`config.mk`:
```
export PLATFORM = sky130hd
export DESIGN_NAME = spba_ctrl
export DESIGN_NICKNAME = d
export VERILOG_FILES = /design/src/spba_pkg.sv /design/src/spba_ctrl.sv
export VERILOG_INCLUDE_DIRS = /design/src /design/src/src
export SDC_FILE = /design/constraint.sdc
export NUM_CORES = 1
export LEC_CHECK = 0
export BUFFER_PORTS_ARGS = -buffer_cell sky130_fd_sc_hd__buf_2
export CELL_PAD_IN_SITES_DETAIL_PLACEMENT = 1
export CELL_PAD_IN_SITES_GLOBAL_PLACEMENT = 2
export CORE_MARGIN = 2
export CORE_UTILIZATION = 26
export DETAILED_ROUTE_END_ITERATION = 12
export HOLD_SLACK_MARGIN = 0.1
export PLACE_DENSITY = 0.86
export SYNTH_ARGS = -nofsm -noshare
export SYNTH_HDL_FRONTEND = slang
export SYNTH_SLANG_ARGS = --single-unit
```
`constraint.sdc`:
```
create_clock -name clock -period 3.9 [get_ports clock]
set_clock_uncertainty 0.15 [all_clocks]
set_input_delay 0.39 -clock clock [delete_from_list [all_inputs] [get_ports clock]]
set_output_delay 0.39 -clock clock [all_outputs]
set_load 0.01 [all_outputs]
```
`src/segregated_pow2_block_allocator_defines.svh`:
```
// Assertion macros shared by the allocator modules.
`ifndef SEGREGATED_POW2_BLOCK_ALLOCATOR_DEFINES_SVH
`define SEGREGATED_POW2_BLOCK_ALLOCATOR_DEFINES_SVH

`ifndef SYNTHESIS
`define SPBA_ASSERT(label, clk, rst, prop) \
   label: assert property (@(posedge clk) disable iff (rst) (prop)) \
      else $error("spba assertion failed");
`define SPBA_ASSERT_NEXT(label, clk, rst, ante, cons) \
   label: assert property (@(posedge clk) disable iff (rst) (ante) |=> (cons)) \
      else $error("spba assertion failed");
`else
`define SPBA_ASSERT(label, clk, rst, prop)
`define SPBA_ASSERT_NEXT(label, clk, rst, ante, cons)
`endif

`endif

```
`src/spba_pkg.sv`:
```
// Shared constants, types and the size-to-class function of the allocator.
package spba_pkg;

   localparam int HEAP_LOG2_DEF   = 16;
   localparam int CHUNK_BYTES_DEF = 4096;
   localparam int NUM_CLASSES_DEF = 24;

   localparam int LINK_BYTES = 4;
   localparam int MIN_CLASS  = 3;
   localparam int SIZE_W     = 16;
   localparam int ADDR_W     = 16;
   localparam int CLASS_W    = 5;

   localparam logic OP_ALLOC = 1'b0;
   localparam logic OP_FREE  = 1'b1;

   typedef struct packed {
      logic capture;
      logic pop_commit;
      logic free_commit;
      logic fill_start;
      logic fill_step;
      logic tag_commit;
      logic finish_null;
      logic rsp_load;
   } cmd_type;

   typedef struct packed {
      logic is_free;
      logic alloc_reject;
      logic head_empty;
      logic overflow;
      logic free_bad;
      logic fill_multi;
      logic fill_last;
      logic rsp_free;
   } status_type;

   // smallest class c with size + 4 <= 2^c
   function automatic logic [CLASS_W-1:0] size_class(input logic [SIZE_W-1:0] size);
      logic [SIZE_W:0]    need;
      logic [CLASS_W-1:0] c;
      need = {1'b0, size} + (SIZE_W+1)'(LINK_BYTES - 1);
      c    = CLASS_W'(MIN_CLASS);
      for (int i = 0; i <= SIZE_W; i++) begin
         if (need[i]) begin
            c = CLASS_W'(i + 1);
         end
      end
      return c;
   endfunction

endpackage

```
`src/spba_ctrl.sv`:
```
// Controller state machine that sequences allocate, free and refill.
`include "segregated_pow2_block_allocator_defines.svh"

module spba_ctrl (
   input  logic                clock,
   input  logic                reset,
   input  logic                req_tvalid,
   output logic                req_tready,
   input  spba_pkg::status_type status,
   output spba_pkg::cmd_type   cmd
);

   typedef enum logic [6:0] {
      S_IDLE   = 7'b0000001,
      S_DECIDE = 7'b0000010,
      S_POP    = 7'b0000100,
      S_FREE   = 7'b0001000,
      S_FILL   = 7'b0010000,
      S_TAG    = 7'b0100000,
      S_DONE   = 7'b1000000
   } state_type;

   state_type state_ff, state_in;
   logic      accept;

   assign req_tready = (state_ff == S_IDLE);
   assign accept     = req_tvalid && req_tready;

   always_comb begin
      state_in = state_ff;
      cmd      = '0;
      unique case (state_ff)
         S_IDLE: begin
            if (accept) begin
               cmd.capture = 1'b1;
               state_in    = S_DECIDE;
            end
         end
         S_DECIDE: begin
            if (status.is_free) begin
               if (status.free_bad) begin
                  cmd.finish_null = 1'b1;
                  state_in        = S_DONE;
               end else begin
                  state_in = S_FREE;
               end
            end else begin
               priority if (status.alloc_reject) begin
                  cmd.finish_null = 1'b1;
                  state_in        = S_DONE;
               end else if (!status.head_empty) begin
                  state_in = S_POP;
               end else if (status.overflow) begin
                  cmd.finish_null = 1'b1;
                  state_in        = S_DONE;
               end else begin
                  cmd.fill_start = 1'b1;
                  state_in       = status.fill_multi ? S_FILL : S_TAG;
               end
            end
         end
         S_POP: begin
            cmd.pop_commit = 1'b1;
            state_in       = S_DONE;
         end
         S_FREE: begin
            cmd.free_commit = 1'b1;
            state_in        = S_DONE;
         end
         S_FILL: begin
            cmd.fill_step = 1'b1;
            if (status.fill_last) begin
               state_in = S_TAG;
            end
         end
         S_TAG: begin
            cmd.tag_commit = 1'b1;
            state_in       = S_DONE;
         end
         S_DONE: begin
            if (status.rsp_free) begin
               cmd.rsp_load = 1'b1;
               state_in     = S_IDLE;
            end
         end
         default: begin
            state_in = S_IDLE;
         end
      endcase
   end

   always_ff @(posedge clock) begin
      if (reset) begin
         state_ff <= S_IDLE;
      end else begin
         state_ff <= state_in;
      end
   end

   `SPBA_ASSERT_NEXT(a_accept_decide, clock, reset, accept, state_ff == S_DECIDE)
   `SPBA_ASSERT_NEXT(a_done_idle, clock, reset, (state_ff == S_DONE) && status.rsp_free, state_ff == S_IDLE)
   `SPBA_ASSERT_NEXT(a_fill_hold, clock, reset, (state_ff == S_FILL) && !status.fill_last, state_ff == S_FILL)

endmodule

```
Word level (Yosys, flattened, before mapping)

Index checks and enable logic that the tools add are counted.

Eq/ne operators: 10
Multiplexer cells: 29
Reductions and logical operators: 3

Operators with widths:

| cell                                                 | count |
|---|---|
| 2-to-1 mux 7 bit                                     | 8 |
| case mux 7 bit (5 select lines)                      | 1 |
| 2-to-1 mux 1 bit                                     | 19 |
| equality test 7 x 1 -> 1 bit (second input constant) | 1 |
| equality test 7 x 2 -> 1 bit (second input constant) | 1 |
| equality test 7 x 3 -> 1 bit (second input constant) | 1 |
| equality test 7 x 4 -> 1 bit (second input constant) | 1 |
| equality test 7 x 5 -> 1 bit (second input constant) | 1 |
| equality test 7 x 6 -> 1 bit (second input constant) | 1 |
| equality test 7 bit (second input constant)          | 1 |
| 2-to-1 mux 6 bit                                     | 1 |
| != test 2 bit (second input constant)                | 2 |
| AND reduction 3 bit                                  | 1 |
| OR reduction 3 bit                                   | 1 |
| != test 2 x 1 -> 1 bit (second input constant)       | 1 |
| logical AND 1 bit                                    | 1 |

Flip-flop bits (word level): 7
Input port bits: 11
Output and inout port bits: 9

Depth between registers and ports, before layout

Word-level depth: 6
Gate-level depth with buffers: 4
Mapped depth without buffers: 4

Least setup slack after synthesis

No wires, ideal clock.

Path type: register to output
Start: register state_ff[4]
End: output port cmd[1] (netlist bit)
Data arrival time: 1.121 ns
Required time: 3.360 ns
Setup slack: 2.239 ns
Cell stages (with the launch flop): 4
Path buffers: 0
Cell sequence: dfxtp_1 -> nor4_4 -> nand3_2 -> nor3_4

RTL lines:

| item                   | RTL line        | RTL |
|---|---|---|
| from (decl)            | spba_ctrl.sv:23 | `state_type state_ff, state_in;` |
| from (signal assigned) | spba_ctrl.sv:96 | `state_ff <= state_in;` |
| to (decl)              | spba_ctrl.sv:10 | `output spba_pkg::cmd_type cmd` |

==> flow_summary.toml <==
[clocking]
clk_latency_ps = 250
cts_tree = "built"
cts_resized = 0
clk_pin_slew_ps = 50
ctsHoldBuffers = 0
cts_setup_buffers = 0
clk_path_buf_depth = 2
clock_sinks = 7
htree_num_levels = 1
clock-root-buffer = "clkbuf_4"
cts_buffers = 3

[final_layout]
regMostFlops = "state_ff"
largest_registers = "state_ff x7"
final_common_cell = "buf_2"
layout_common_cells = "buf_2, nor2_1, dfxtp_1"
final_area_um2 = 642
largest_reg_flops = 7
regArea_um2 = 140
multi_input_comb_area_um2 = 334
nNetsFinal = 93
fill_cells = 227
area_growth_pct = 31.2
insertedDiodeCount = 0
drive_gt1_share_pct = 30.9

[logic_synthesis]
syn_area_per_cell_um2 = 8.43
synth_top_area_cell = "dfxtp_1"
ys_seq_area_share_pct = 28.6
synth_nets = 69
synth_seq_cells = 7
synth_top_area_share_pct = 28.6
syn_inst = 58
synth_area_um2 = 489
ys_warn_count = 0
synth_area_leaders = "dfxtp_1, nor3b_1, nor2_1"
ys_types = 29

[timing]
fin_crit_sh_pct = 56.1
finalMaxSlewViolations = 0
hold_viol_final = 0
slew_headroom_pct = 70.3
period_needed_ps = 2190
worst_slew_pin_slew_ps = 441
finalSetupViolCount = 0
fmax_mhz = 457
rsz0062_at_grt = "no"
setup_tns_ps = 0

[place]
portBuffers = 19
placed_cell_area_um2 = 616
gp_congestion = 0.736
dpl.hpwl_um = 1130

[die]
die_h_um = 47.4
core-area_mm2 = 0.00175
initial_utilization_pct = 28.0
ios = 20
die_area_mm2 = 0.00224
rows = 15
die_x_um = 47.4

[global_routing]
grt_pass1_wl_um = 2210
antenna_found_initial = 0
overflow = 0
grt_usage_pct = 14.7
grt_max_degree = 9
first_global_vias = 496

[status]
outcome = "finished, final reports clean"

[setup_path]
critPathLaunchType = "flop"
crit_arrival_ps = 1650
reg2reg_depth = 4
end_kind = "output port"
critPathKind = "reg2out"
path_max_fanout = 8
cp.required_ps = 3360

[detailed_routing]
routedWlPerCell_um = 13.2
wirelength_um = 1400
ant_nets = 0
via_count = 535
dr.pass1.iters = 4
routed_via_density = 5.05
drc = 0
drt_iter0_drc = 7

[power_and_ir_drop]
p_per_area_mw_per_mm2 = 296
peakVddDrop_mv = 0.127
p_leak_nw = 0.296

[min_path]
hold_path_class = "in2reg"
worstHoldPathCells = 2

[job]
max-cap-violations = 0
power by group:
| part | switching [mW] | internal, mW | leakage, nW |
|---|---|---|---|
| Sequential | 0.00561 | 0.0745 | 0.0569 |
| Combinational | 0.0228 | 0.0193 | 0.225 |
| Clock | 0.0284 | 0.0392 | 0.0150 |
| Total | 0.0568 | 0.133 | 0.296 |
cells in the mapped netlist:
master     n
o21a_1     1
nand3_2    1
nand4b_1   1
nor4b_1    2
o2111ai_1  2
nand3_1    1
o31ai_1    1
nand4_1    1
nand3b_1   3
nor2b_1    1
o22a_1     1
inv_1      4
nor3b_1    5
o21ai_0    2
nor3_4     1
nand2_1    2
and3_1     2
and3b_1    1
nor4_4     1
nor2_1     7
or3_1      1
a211oi_1   1
nor3_1     3
and2_1     1
o211ai_1   1
nand2b_1   1
xor2_1     2
o21ba_1    1
dfxtp_1    7
routing by layer:
metal | part of all wire, % | routed length (um) | vias to the layer above | GRT usage, %
met4 | 1.4 | 19 | 0 | 10.0
li1 | - | - | 264 | -
met3 | 4.1 | 57 | 2 | 3.46
met2 | 48 | 677 | 13 | 22.4
met1 | 46 | 647 | 256 | 18.2
met5 | 0 | 0 | - | 0
final timing paths:
path                                     to  slack [ps]         from
worst min register to register  state_ff[2]         490  state_ff[1]
worst min-delay path            state_ff[3]         170    status[3]
worst max register to register  state_ff[6]        2240  state_ff[5]
worst max-delay path                 cmd[1]        1710  state_ff[4]
logic make-up after synthesis:
kind of cell | synth area share (%)
and+or+nand+nor | 49.1
AOI/OAI and AO/OA | 15.6
DFF | 28.6
buffers and inverters | 3.07
xor gates and xnor gates | 3.58
through the flow:
step	setup WS [ps]	power [mW]	utilization, %	hold WS, ps	std cells
after floorplan	2240	0.107	-	312	58
after global placement	2050	0.123	35.3	425	102
after detailed placement	1990	0.124	35.3	436	102
after CTS	1710	0.193	36.8	163	106
after global routing	1600	0.203	36.8	172	106
final	1710	0.190	36.8	171	106
worst max-delay path, stage by stage, from the launching register on:
cell	delay [ps]
dfxtp_1	380
nor4_4	470
nand3_2	180
nor3_4	220
buf_2	150
area by class of cell:
class / instances / share of cell area [%]
clock buffer: 4 / 4.09
tap: 25 / 4.87
sequential: 7 / 21.8
multi-input combinational: 47 / 52.0
inverter: 4 / 2.34
timing repair buffer: 19 / 14.8
No activity file was read; power rests on OpenSTA's default activity.
